File: config.mk
export PLATFORM = sky130hd
export DESIGN_NAME = ima_adpcm_encoder_flat
export DESIGN_NICKNAME = d
export VERILOG_FILES = /design/src/hw/rtl/ima_pkg.sv /design/src/hw/rtl/ima_if.sv /design/src/hw/rtl/ima_adpcm_encoder.sv /design/src/hw/rtl/ima_quant.sv /design/src/flat_wrapper.sv
export SDC_FILE = /design/constraint.sdc
export NUM_CORES = 1
export LEC_CHECK = 0
export ABC_AREA = 1
export CORE_MARGIN = 8
export CORE_UTILIZATION = 35
export CTS_BUF_LIST = sky130_fd_sc_hd__clkbuf_16
export DETAILED_ROUTE_END_ITERATION = 7
export DONT_BUFFER_PORTS = 1
export MAX_ROUTING_LAYER = met4
export SLEW_MARGIN = 30
export SYNTH_ARGS = -nofsm -noshare
export SYNTH_HDL_FRONTEND = slang
export SYNTH_SLANG_ARGS = --single-unit
File: constraint.sdc
create_clock -name clk -period 22.5 [get_ports clk]
set_clock_uncertainty 0.15 [all_clocks]
set_input_delay 4.5 -clock clk [delete_from_list [all_inputs] [get_ports clk]]
set_output_delay 4.5 -clock clk [all_outputs]
set_load 0.02 [all_outputs]
File: src/hw/rtl/ima_pkg.sv
// ima_pkg: shared types, constants and tables of the ima adpcm encoder
// no dependencies; used by the interfaces, the quantizer and the top level
package ima_pkg;

	typedef logic signed [15:0] sample_t;
	typedef logic [6:0] step_idx_t;
	typedef logic [14:0] step_t;
	typedef logic [3:0] nibble_t;
	typedef logic [7:0] byte_t;
	typedef logic [15:0] cfg_data_t;

	// configuration register indexes
	typedef enum logic [0:0] {
		CFG_INIT_PREDICTOR  = 1'b0,
		CFG_INIT_STEP_INDEX = 1'b1
	} cfg_idx_t;

	localparam sample_t   SampleMax  = 16'sh7fff;
	localparam sample_t   SampleMin  = 16'sh8000;
	localparam step_idx_t MaxStepIdx = 7'd88;

	// predictor and step index as one bundle
	typedef struct packed {
		sample_t   predictor;
		step_idx_t step_index;
	} enc_state_t;

	localparam step_t StepTable [0:88] = '{
		15'd7,     15'd8,     15'd9,     15'd10,    15'd11,
		15'd12,    15'd13,    15'd14,    15'd16,    15'd17,
		15'd19,    15'd21,    15'd23,    15'd25,    15'd28,
		15'd31,    15'd34,    15'd37,    15'd41,    15'd45,
		15'd50,    15'd55,    15'd60,    15'd66,    15'd73,
		15'd80,    15'd88,    15'd97,    15'd107,   15'd118,
		15'd130,   15'd143,   15'd157,   15'd173,   15'd190,
		15'd209,   15'd230,   15'd253,   15'd279,   15'd307,
		15'd337,   15'd371,   15'd408,   15'd449,   15'd494,
		15'd544,   15'd598,   15'd658,   15'd724,   15'd796,
		15'd876,   15'd963,   15'd1060,  15'd1166,  15'd1282,
		15'd1411,  15'd1552,  15'd1707,  15'd1878,  15'd2066,
		15'd2272,  15'd2499,  15'd2749,  15'd3024,  15'd3327,
		15'd3660,  15'd4026,  15'd4428,  15'd4871,  15'd5358,
		15'd5894,  15'd6484,  15'd7132,  15'd7845,  15'd8630,
		15'd9493,  15'd10442, 15'd11487, 15'd12635, 15'd13899,
		15'd15289, 15'd16818, 15'd18500, 15'd20350, 15'd22385,
		15'd24623, 15'd27086, 15'd29794, 15'd32767
	};

	// step index adjustment by 3-bit magnitude
	localparam logic signed [4:0] IndexAdjust [0:7] = '{
		-5'sd1, -5'sd1, -5'sd1, -5'sd1, 5'sd2, 5'sd4, 5'sd6, 5'sd8
	};

endpackage

File: src/hw/rtl/ima_if.sv
// ima_if: valid/ready channel interfaces of the ima adpcm encoder
// depends on ima_pkg
interface ima_in_if;
	import ima_pkg::*;
	logic    valid;
	logic    ready;
	sample_t pcm_sample;
	logic    end_of_run;
	logic    restart;
	modport source (output valid, pcm_sample, end_of_run, restart, input ready);
	modport sink   (input valid, pcm_sample, end_of_run, restart, output ready);
endinterface

interface ima_out_if;
	import ima_pkg::*;
	logic  valid;
	logic  ready;
	byte_t packed_codes;
	logic  run_last;
	modport source (output valid, packed_codes, run_last, input ready);
	modport sink   (input valid, packed_codes, run_last, output ready);
endinterface

interface ima_cfg_if;
	import ima_pkg::*;
	logic       valid;
	logic       ready;
	logic [0:0] index;
	cfg_data_t  data;
	modport source (output valid, index, data, input ready);
	modport sink   (input valid, index, data, output ready);
endinterface

File: src/hw/rtl/ima_adpcm_encoder.sv
// ima_adpcm_encoder: 4-bit ima adpcm encoder, two codes packed per byte
// the input register holds a sample, the result register the byte that it completes
// throughput: one sample per cycle, unless a byte is due while the output stalls
// a byte leaves on every second sample, or on a sample that ends a run
// arst_n clears predictor, step index, pairing state, config registers and valids
// depends on ima_pkg, ima_if and ima_quant
module ima_adpcm_encoder (
	input  logic     clk,
	input  logic     arst_n,
	ima_in_if.sink   samples,
	ima_out_if.source codes,
	ima_cfg_if.sink  cfg
);
	import ima_pkg::*;

	// input register
	logic       valid_s1;
	sample_t    sample_s1;
	logic       last_s1;
	logic       restart_s1;

	// encoder state
	sample_t    pred_q;
	step_idx_t  idx_q;
	nibble_t    held_q;
	logic       pending_q;

	// restart values, index already clamped to 0..88
	sample_t    init_pred_q;
	step_idx_t  init_idx_q;

	// result register
	logic       out_valid_q;
	byte_t      out_codes_q;
	logic       out_last_q;

	enc_state_t state_cur, state_init, state_next;
	nibble_t    code;
	logic       emit;
	logic       advance;

	// the item in the input register makes a byte when it pairs or ends a run
	assign emit    = pending_q || last_s1;
	// an item that makes no byte always moves on; otherwise it needs room
	assign advance = valid_s1 && (!emit || !out_valid_q || codes.ready);

	assign samples.ready = !valid_s1 || advance;
	assign cfg.ready     = 1'b1;

	assign codes.valid        = out_valid_q;
	assign codes.packed_codes = out_codes_q;
	assign codes.run_last     = out_last_q;

	assign state_cur  = '{predictor: pred_q, step_index: idx_q};
	assign state_init = '{predictor: init_pred_q, step_index: init_idx_q};

	ima_quant u_quant (
		.sample     (sample_s1),
		.restart    (restart_s1),
		.state_cur  (state_cur),
		.state_init (state_init),
		.state_next (state_next),
		.code       (code)
	);

	// configuration writes
	always_ff @(posedge clk or negedge arst_n) begin
		if (!arst_n) begin
			init_pred_q <= '0;
			init_idx_q  <= '0;
		end else if (cfg.valid) begin
			unique case (cfg_idx_t'(cfg.index))
				CFG_INIT_PREDICTOR: begin
					init_pred_q <= cfg.data;
				end
				CFG_INIT_STEP_INDEX: begin
					// out-of-range index in the low seven bits saturates when written
					init_idx_q <= (cfg.data[6:0] > MaxStepIdx) ? MaxStepIdx : cfg.data[6:0];
				end
			endcase
		end
	end

	// input register control
	always_ff @(posedge clk or negedge arst_n) begin
		if (!arst_n) begin
			valid_s1 <= 1'b0;
		end else if (samples.ready) begin
			valid_s1 <= samples.valid;
		end
	end

	// input register payload
	always_ff @(posedge clk) begin
		if (samples.valid && samples.ready) begin
			sample_s1  <= samples.pcm_sample;
			last_s1    <= samples.end_of_run;
			restart_s1 <= samples.restart;
		end
	end

	// encoder state and nibble pairing
	always_ff @(posedge clk or negedge arst_n) begin
		if (!arst_n) begin
			pred_q    <= '0;
			idx_q     <= '0;
			held_q    <= '0;
			pending_q <= 1'b0;
		end else if (advance) begin
			pred_q <= state_next.predictor;
			idx_q  <= state_next.step_index;
			if (!pending_q) begin
				held_q    <= code;
				pending_q <= !last_s1;
			end else begin
				pending_q <= 1'b0;
			end
		end
	end

	// result register control
	always_ff @(posedge clk or negedge arst_n) begin
		if (!arst_n) begin
			out_valid_q <= 1'b0;
		end else if (advance && emit) begin
			out_valid_q <= 1'b1;
		end else if (codes.ready) begin
			out_valid_q <= 1'b0;
		end
	end

	// result payload: earlier code high, a flushed half byte gets a zero low nibble
	always_ff @(posedge clk) begin
		if (advance && emit) begin
			out_codes_q <= pending_q ? {held_q, code} : {code, 4'b0000};
			out_last_q  <= last_s1;
		end
	end

endmodule

File: src/hw/rtl/ima_quant.sv
// ima_quant: one-sample adpcm quantizer and predictor/step index update
// depends on ima_pkg
module ima_quant (
	input  ima_pkg::sample_t    sample,
	input  logic                restart,
	input  ima_pkg::enc_state_t state_cur,
	input  ima_pkg::enc_state_t state_init,
	output ima_pkg::enc_state_t state_next,
	output ima_pkg::nibble_t    code
);
	import ima_pkg::*;

	enc_state_t              base;
	step_t                   step;
	logic signed [16:0]      diff;
	logic                    neg;
	logic [16:0]             mag;
	logic [16:0]             st0, st1, st2;
	logic [16:0]             mag1, mag2;
	logic                    b2, b1, b0;
	logic [16:0]             vpdiff;
	logic signed [17:0]      pred_ext;
	logic signed [17:0]      pred_new;
	logic signed [4:0]       adj;
	logic signed [7:0]       idx_new;

	assign base = restart ? state_init : state_cur;
	assign step = StepTable[base.step_index];

	assign diff = {sample[15], sample} - {base.predictor[15], base.predictor};
	assign neg  = diff[16];
	assign mag  = neg ? 17'(-diff) : 17'(diff);

	// successive compare against step, step/2, step/4
	assign st0  = {2'b00, step};
	assign st1  = {3'b000, step[14:1]};
	assign st2  = {4'b0000, step[14:2]};
	assign b2   = mag >= st0;
	assign mag1 = b2 ? mag - st0 : mag;
	assign b1   = mag1 >= st1;
	assign mag2 = b1 ? mag1 - st1 : mag1;
	assign b0   = mag2 >= st2;

	assign vpdiff = {5'b00000, step[14:3]} + (b2 ? st0 : 17'd0)
		+ (b1 ? st1 : 17'd0) + (b0 ? st2 : 17'd0);

	assign pred_ext = {{2{base.predictor[15]}}, base.predictor};
	assign pred_new = neg ? pred_ext - $signed({1'b0, vpdiff})
		: pred_ext + $signed({1'b0, vpdiff});

	assign code = {neg, b2, b1, b0};

	assign adj     = IndexAdjust[code[2:0]];
	assign idx_new = $signed({1'b0, base.step_index}) + {{3{adj[4]}}, adj};

	always_comb begin
		// saturate predictor to 16 bits
		if (pred_new > 18'sd32767) begin
			state_next.predictor = SampleMax;
		end else if (pred_new < -18'sd32768) begin
			state_next.predictor = SampleMin;
		end else begin
			state_next.predictor = pred_new[15:0];
		end
		// clamp step index to 0..88
		if (idx_new[7]) begin
			state_next.step_index = '0;
		end else if (idx_new[6:0] > MaxStepIdx) begin
			state_next.step_index = MaxStepIdx;
		end else begin
			state_next.step_index = idx_new[6:0];
		end
	end

endmodule

File: src/flat_wrapper.sv
// flat-port wrapper written by rule: the top's interface ports become plain ports
module ima_adpcm_encoder_flat import ima_pkg::*;
  (clk, arst_n, samples_valid, samples_pcm_sample, samples_end_of_run, samples_restart, samples_ready, codes_valid, codes_packed_codes, codes_run_last, codes_ready, cfg_valid, cfg_index, cfg_data, cfg_ready);
  ima_in_if samples_i ();
  ima_out_if codes_i ();
  ima_cfg_if cfg_i ();
  input  logic clk;
  input  logic arst_n;
  input wire logic [$bits(samples_i.valid)-1:0] samples_valid;
  input wire logic [$bits(samples_i.pcm_sample)-1:0] samples_pcm_sample;
  input wire logic [$bits(samples_i.end_of_run)-1:0] samples_end_of_run;
  input wire logic [$bits(samples_i.restart)-1:0] samples_restart;
  output wire logic [$bits(samples_i.ready)-1:0] samples_ready;
  output wire logic [$bits(codes_i.valid)-1:0] codes_valid;
  output wire logic [$bits(codes_i.packed_codes)-1:0] codes_packed_codes;
  output wire logic [$bits(codes_i.run_last)-1:0] codes_run_last;
  input wire logic [$bits(codes_i.ready)-1:0] codes_ready;
  input wire logic [$bits(cfg_i.valid)-1:0] cfg_valid;
  input wire logic [$bits(cfg_i.index)-1:0] cfg_index;
  input wire logic [$bits(cfg_i.data)-1:0] cfg_data;
  output wire logic [$bits(cfg_i.ready)-1:0] cfg_ready;
  assign samples_i.valid = samples_valid;
  assign samples_i.pcm_sample = samples_pcm_sample;
  assign samples_i.end_of_run = samples_end_of_run;
  assign samples_i.restart = samples_restart;
  assign samples_ready = samples_i.ready;
  assign codes_valid = codes_i.valid;
  assign codes_packed_codes = codes_i.packed_codes;
  assign codes_run_last = codes_i.run_last;
  assign codes_i.ready = codes_ready;
  assign cfg_i.valid = cfg_valid;
  assign cfg_i.index = cfg_index;
  assign cfg_i.data = cfg_data;
  assign cfg_ready = cfg_i.ready;
  ima_adpcm_encoder u_core (.clk(clk), .arst_n(arst_n), .samples(samples_i), .codes(codes_i), .cfg(cfg_i));
endmodule
==> flow_summary.ini, run 1 <==
[synth]
ys_ff_latch = 80
syn_avg_cell_area_um2 = 6.64
synth_fp_nets = 1898
yosysWarningCount = 0
synth_largest_area_cell = nand2_1
async_flop_share_pct = 66.3
synth-simple-area-share_pct = 28.8
ys.flop_type = dfrtp_1
ys_seq_area_share_pct = 18.9
synth_top_family_by_area = simple AND/OR/NAND/NOR gates
synth.area.top_cells = nand2_1 15%, ha_1 14%, dfrtp_1 12%, inv_1 9.5%, edfxtp_1 7.2%
synth_top_area_share_pct = 14.5
synthMuxAreaShare_pct = 1.39
synth_cell_types = 63
synth_compound_area_share_pct = 14.9
synthCells = 1705
synth_adder_area_share_pct = 18.9
synth-xor-area-share_pct = 6.02
synth_edf_count = 27
syn_area_um2 = 11300

[floorplan]
io_pins = 52
die_width_um = 196
die-area_um2 = 38400
row_count = 66
initial_core_util_pct = 35.2
core_um2 = 32200
die_y_um = 196

[layout]
fillers = 3428
area_delta_synth_final_pct = 6.90
final_area_um2 = 12100
final_cell_mix = 438 x nand2_1, 287 x inv_1, 134 x nor2_1
antenna_cells = 0
drive_gt1_share_pct = 5.30
nNetsFinal = 1885
layout_commonest_cell = nand2_1

[routing]
drt_iter0_markers = 907
routedWlPerCell_um = 16.0
drt-vias-per-instance = 5.13
antenna_left = 0
drcViolationCount = 0
drt-pass1-iter-count = 5
drt_wl_total_um = 33600
vias = 10807

[timing]
finalSetupTns_ps = 0
fin_crit_ps = 17350
relSlewSlack_pct = 37.1
tightest_slew_ps = 942
slew_viol_final = 0
rsz0062_at_grt = no
hold_viol_final = 0
post-route-period-util_pct = 77.1
fmax_ghz = 0.0576
finalSetupViolCount = 0

[critical_path]
rr_endpoint = u_core.pred_q[7]$_DFFE_PN0P_
worst_ep_arrival_time_ps = 17440
ff2ff_setup_slack_ps = 5150
worstPathRequired_ps = 22590
startpoint_type = register
worstPathMaxFanout = 37
reg2reg_from = u_core.restart_s1$_DFFE_PP_
cp-startpoint = u_core.restart_s1$_DFFE_PP_
crit_end = u_core.pred_q[7]$_DFFE_PN0P_
cpPeakStageDelay_ps = 650
crit_top_cell = nand2_1
worst_setup_path_end_kind = register
slowest_stage = nor2_4
rr_worst_depth = 87
critical_path_class = reg -> reg

[clock_network]
clock_path_buffers = 2
clock-sinks = 80
post_cts_buffers = 0
root_buffer = clkbuf_16
cts_tree = yes
clock_latency_ps = 350
cts_hold_buf = 0
cts-buffers-inserted = 9
cts.htree.levels = 3
clk_pin_slew_ps = 70
cts_resized = 0

[global_route]
track_usage_pct = 18.0
gr-total-overflow = 0
first_global_vias = 10369
grt_max_degree = 54
antenna_found_initial = 0
grt_pass1_wl_um = 54800

[hold_path]
min_path_type = reg -> reg

[placed_design]
hpwl_um = 27000
place.port_buffers = 0
gp_congestion = 0.952
post_dp_cell_area_um2 = 11800

[run]
maxCapViolCount = 0

[outcome]
outcome = finished, final reports clean
-- critical path, delay by kind of cell (launching register included) --
kind / cells / cell delay [ps]
buffers and inverters: 12 / 2160
flip-flops: 1 / 320
adder cells (fa/ha/maj): 9 / 3460
AO/OA/AOI/OAI: 26 / 4330
AND/OR/NAND/NOR: 37 / 6070
XOR/XNOR: 3 / 720
-- stage by stage --
step           hold slack (ps)  std cells  util (%)  setup slack (ps)
2_1_floorplan              294       1705         -              8700
3_3_place_gp               306       2089      36.5              5470
3_5_place_dp               310       2089      36.5              5180
4_1_cts                    324       2105      37.6              5130
5_1_grt                    329       2105      37.6              3340
6_report                   323       2105      37.6              5150
-- synth_stat cells (27+ instances only) --
cell / number
nand2_1: 438
fa_1: 30
ha_1: 123
nor2_1: 134
nand3_1: 83
dfrtp_1: 53
or2_2: 28
a21oi_1: 101
inv_1: 286
o21ai_0: 99
edfxtp_1: 27
xor2_1: 58
-- cell type report --
cell class | instances | area [um2] | share of cell area, %
clock buffer | 11 | 275 | 2.27
inverter | 291 | 1090 | 9.03
timing repair buffer | 12 | 90.1 | 0.744
clock inverter | 5 | 57.6 | 0.476
sequential | 80 | 2140 | 17.7
tap | 408 | 510 | 4.22
multi-input combinational | 1298 | 7940 | 65.6
-- per-layer routing --
layer / share of wire (%) / up-vias / global-route usage (%)
li1: - / 5518 / -
met1: 47 / 4969 / 23.6
met2: 47 / 277 / 29.9
met3: 3.9 / 43 / 1.46
met4: 1.9 / 0 / 4.49
met5: 0 / - / -
-- state kept, by name, summed over array words and instances, names as in the netlist --
name / flops
u_core.codes.packed_codes: 8
u_core.pred_q: 16
u_core.valid_s1: 1
u_core.held_q: 4
u_core.restart_s1: 1
u_core.pending_q: 1
u_core.idx_q: 7
u_core.init_idx_q: 7
u_core.last_s1: 1
u_core.sample_s1: 16
u_core.init_pred_q: 16
u_core.codes.valid: 1
u_core.codes.run_last: 1
-- how the worst min path moves through the flow --
stage / from / to / slack (ps) / cells past startpoint
5_1_grt: u_core.last_s1$_DFFE_PP_ / u_core.codes.run_last$_DFFE_PP_ / 330 / 0
6_report: u_core.pred_q[5]$_DFFE_PN0P_ / u_core.pred_q[5]$_DFFE_PN0P_ / 320 / 2
2_1_floorplan: u_core.pred_q[13]$_DFFE_PN0P_ / u_core.pred_q[13]$_DFFE_PN0P_ / 290 / 2
4_1_cts: u_core.last_s1$_DFFE_PP_ / u_core.codes.run_last$_DFFE_PP_ / 320 / 0
3_3_place_gp: u_core.pred_q[14]$_DFFE_PN0P_ / u_core.pred_q[14]$_DFFE_PN0P_ / 310 / 2
3_5_place_dp: u_core.pred_q[4]$_DFFE_PN0P_ / u_core.pred_q[4]$_DFFE_PN0P_ / 310 / 2
-- kinds of logic after synthesis --
logic type                 count (synthesis)
and+or+nand+nor                          760
AOI/OAI and AO/OA                        293
xor gates and xnor gates                  77
muxes                                     14
DFF                                       80
adders and majority gates                153
buffers and inverters                    327
other                                      1
Power of run 1 is left out: the tool's default activity adds up to more than one toggle a clock period on the data nets, which glitch-free logic cannot reach.
==> inputs of run 2 (changes only) <==
clock period = 17.49 ns   (was 22.5 ns; I/O delays follow)
==> run 2 against run 1 <==
Effect of this change:
- non-clock buffer count rose by 10
- critical endpoint is now u_core.pred_q[14]$_DFFE_PN0P_
- cell area rose by 0.49%
- first-iteration DRC count fell by 4.3%
- setup slack got worse by 3600 ps
- via count rose by 0.65%
- hold slack improved by 6.3 ps
- critical path type unchanged
- largest cell class unchanged
- core utilization rose by 0.18 points
- count of clock-buffer cells in the layout fell by 2
- die area did not move
==> flow_summary.ini, run 2 (same netlist as run 1, synthesis figures left out) <==
[global_route]
busiest_layer = met2
grt_pass1_wl_um = 54900
grt_max_degree = 54
first_global_vias = 10469
use_met1_pct = 23.3
antenna_found_initial = 0
gr-total-overflow = 0
grt_use_met3_pct = 1.56
met2_usage_pct = 29.1
track_usage_pct = 18.1

[routing]
drt_iter0_markers = 868
drcViolationCount = 0
antenna_left = 0
drt-pass1-iter-count = 5
routedWlPerCell_um = 15.8
drt-vias-per-instance = 5.14
vias = 10877
drt_wl_total_um = 33500

[timing]
fin_crit_ps = 15950
slew_viol_final = 0
fmax_ghz = 0.0627
hold_viol_final = 0
tightest_slew_ps = 889
relSlewSlack_pct = 40.1
post-route-period-util_pct = 91.2
finalSetupViolCount = 0

[layout]
antenna_cells = 0
reg_top3 = u_core.init_pred_q: 16 flops, u_core.pred_q: 16 flops, u_core.sample_s1: 16 flops
post-route-util_pct = 37.8
nNetsFinal = 1896
layout_commonest_cell = nand2_1
drive_gt1_share_pct = 6.03
area_delta_synth_final_pct = 7.42
final_cell_mix = 438 x nand2_1, 285 x inv_1, 134 x nor2_1

[clock_network]
clock_latency_ps = 360
cts_tree = yes
clock_path_buffers = 2
root_buffer = clkbuf_16
cts_hold_buf = 0
clock-sinks = 80
cts.htree.levels = 3
clk_pin_slew_ps = 70
cts-buffers-inserted = 9

[floorplan]
die_y_um = 196
core_um2 = 32200
row_count = 66
initial_core_util_pct = 35.2
die_width_um = 196
die-area_um2 = 38400
io_pins = 52

[placed_design]
gp_congestion = 0.991
hpwl_um = 27100
place.port_buffers = 0

[outcome]
outcome = finished, final reports clean

[run]
maxCapViolCount = 0

[critical_path]
worstPathMaxFanout = 25
slowest_stage = fa_1
worst_ep_arrival_time_ps = 16040
crit_top_cell = nand2_1
cpPeakStageDelay_ps = 530
worst_setup_path_end_kind = register
critical_path_class = reg -> reg
worstPathRequired_ps = 17580
startpoint_type = register

[hold_path]
min_path_type = reg -> reg
==> run 2: changes by cell type in the layout (fill, tap and decap cells not counted), sizes merged <==
cell | previous run | this run
buf | 12 | 22
clkinv | 3 | 6
clkinvlp | 0 | 3
inv | 292 | 289
clkbuf | 11 | 9
==> run 2: cell type report <==
cell class                 count  area (um2)
clock buffer                   9         225
clock inverter                 7        78.8
fill                        3435       20000
inverter                     291        1100
multi-input combinational   1298        7940
sequential                    80        2140
tap                          408         510
timing repair buffer          22         165
timing repair inverter         1        5.00
==> run 2: worst max-delay path: cells and delay by family (launching register included) <==
family	cells	cell delay, ps
AOI/OAI and AO/OA	21	3370
xor gates and xnor gates	4	930
adders and majority gates	9	3410
buffers and inverters	17	2500
DFF	1	340
and+or+nand+nor	40	5060
==> run 2: worst paths after layout <==
kind	startpoint	endpoint	slack (ps)	depth (start not counted)
max reg2reg	u_core.restart_s1$_DFFE_PP_	u_core.pred_q[14]$_DFFE_PN0P_	1540	91
max	u_core.restart_s1$_DFFE_PP_	u_core.pred_q[14]$_DFFE_PN0P_	1540	91
min in group asynchronous	arst_n	u_core.idx_q[2]$_DFFE_PN0P_	2680	0
min reg2reg	u_core.pred_q[11]$_DFFE_PN0P_	u_core.pred_q[11]$_DFFE_PN0P_	330	2
min	u_core.pred_q[11]$_DFFE_PN0P_	u_core.pred_q[11]$_DFFE_PN0P_	330	2
max in group asynchronous	arst_n	u_core.held_q[3]$_DFFE_PN0P_	14410	0
==> run 2: metrics by stage <==
step | instance area, um2 | hold slack [ps] | setup TNS, ps | setup slack, ps | cells
global placement | 11800 | 307 | 0 | 1910 | 2099
floorplan | 11300 | 294 | 0 | 3690 | 1705
finish | 12200 | 330 | 0 | 1540 | 2116
detailed placement | 11800 | 311 | 0 | 1540 | 2099
global route | 12200 | 344 | -24.2 | -16.1 | 2116
CTS | 12100 | 327 | 0 | 1470 | 2115
==> run 2: what timing repair did <==
action                     in CTS  in global routing
setup buffers                   0                  0
gates resized for setup         0                  8
setup endpoints to repair       0                 15
==> run 2: per-layer routing <==
layer  wire length (um)  up-vias
met5                  0        -
li1                   -     5529
met3               1210       73
met4               1250        0
met2              15500      315
met1              15600     4960
Power of run 2 is left out for the same reason.
==> inputs of run 3 (changes only) <==
REMOVE_ABC_BUFFERS = 1   (was default)
==> run 3 against run 2 <==
Effect of this change:
- sequential share of layout area about the same
- flip-flop and latch count unchanged
- routed wire length grew 0.67%
- core utilization grew 0.10 points
- cell area is 0.27% higher
==> flow_summary.ini, run 3 (same netlist as run 1, synthesis figures left out) <==
[outcome]
outcome = finished, final reports clean

[timing]
relSlewSlack_pct = 42.0
fmax_ghz = 0.0632
fin_crit_ps = 15820
finalSetupViolCount = 0
post-route-period-util_pct = 90.4
finalSetupTns_ps = 0
slew_viol_final = 0
tightest_slew_ps = 869
hold_viol_final = 0
rsz0062_at_grt = no

[clock_network]
cts.htree.levels = 3
clk_pin_slew_ps = 60
clock_latency_ps = 350
clock-sinks = 80
clock_path_buffers = 2
cts-buffers-inserted = 9
root_buffer = clkbuf_16
cts_tree = yes

[global_route]
grt_pass1_wl_um = 54600
track_usage_pct = 17.8
met2_usage_pct = 29.1
use_met1_pct = 23.0
first_global_vias = 10572
gr-total-overflow = 0
grt_max_degree = 54
busiest_layer = met2
grt_use_met3_pct = 2.07
antenna_found_initial = 0

[routing]
drt_wl_total_um = 33700
drt-vias-per-instance = 5.18
routedWlPerCell_um = 15.9
drcViolationCount = 0
drt-pass1-iter-count = 5
drt_iter0_markers = 970
antenna_left = 0
vias = 10963

[floorplan]
core_um2 = 32200
io_pins = 52
row_count = 66
initial_core_util_pct = 35.2
die-area_um2 = 38400
die_y_um = 196
die_width_um = 196

[critical_path]
worst_setup_path_end_kind = register
slowest_stage = fa_1
critical_path_class = reg -> reg
startpoint_type = register
worst_ep_arrival_time_ps = 15900
crit_top_cell = nand2_1
worstPathMaxFanout = 30
rr_worst_depth = 91
cpPeakStageDelay_ps = 530
worstPathRequired_ps = 17570

[layout]
layout_commonest_cell = nand2_1
drive_gt1_share_pct = 6.09
nNetsFinal = 1896
final_cell_mix = 438 x nand2_1, 286 x inv_1, 134 x nor2_1
reg_top3 = u_core.init_pred_q: 16 flops, u_core.pred_q: 16 flops, u_core.sample_s1: 16 flops
antenna_cells = 0
area_delta_synth_final_pct = 7.70

[run]
maxCapViolCount = 0

[hold_path]
hold_path_depth = 0
min_path_type = reg -> reg

[placed_design]
gp_congestion = 0.973
hpwl_um = 26600
place.port_buffers = 0
[run 3: layer usage]
metal	vias to the layer above	share of wire, %
li1	5524	-
met1	5078	47
met2	302	46
met3	59	4.3
met4	0	2.7
met5	-	0
[run 3: repair_timing]
action | CTS | global route
hold buffers | 0 | 0
hold endpoints to repair | 0 | 0
gates resized for setup | 0 | 11
setup buffers | 0 | 2
endpoints found under the setup margin | 0 | 16
[run 3: final timing paths]
kind                                              from                                 end  slack [ps]
hold / removal                u_core.last_s1$_DFFE_PP_     u_core.codes.run_last$_DFFE_PP_         320
max in group asynchronous                       arst_n        u_core.pred_q[4]$_DFFE_PN0P_       14390
setup reg to reg           u_core.restart_s1$_DFFE_PP_        u_core.pred_q[7]$_DFFE_PN0P_        1670
min in group asynchronous                       arst_n  u_core.init_pred_q[11]$_DFFE_PN0P_        2690
setup / recovery           u_core.restart_s1$_DFFE_PP_        u_core.pred_q[7]$_DFFE_PN0P_        1670
hold reg to reg               u_core.last_s1$_DFFE_PP_     u_core.codes.run_last$_DFFE_PP_         320
[run 3: layout make-up]
cell class	count	area [um2]
fill	3400	20000
multi-input combinational	1300	7990
sequential	80	2140
inverter	291	1100
tap	408	510
clock buffer	11	275
timing repair buffer	20	150
clock inverter	5	28.8
timing repair inverter	1	5.00
[run 3: per-stage QoR]
stage,area [um2],util [%],hold WS [ps],setup slack (ps),instances
final,12200,37.9,324,1670,2116
after global routing,12200,37.9,341,121,2116
after CTS,12100,37.6,322,985,2111
after detailed placement,11800,36.7,307,1090,2095
after global placement,11800,36.7,307,1160,2095
after floorplan,11200,-,294,2770,1669
[run 3: worst max-delay path, delay by kind of cell, from the launching register on]
family | cells | cell delay [ps]
xor gates and xnor gates | 4 | 850
DFF | 1 | 320
adders and majority gates | 9 | 3440
AOI/OAI and AO/OA | 21 | 3210
buffers and inverters | 16 | 2360
and+or+nand+nor | 41 | 5320
Power of run 3 is left out for the same reason.
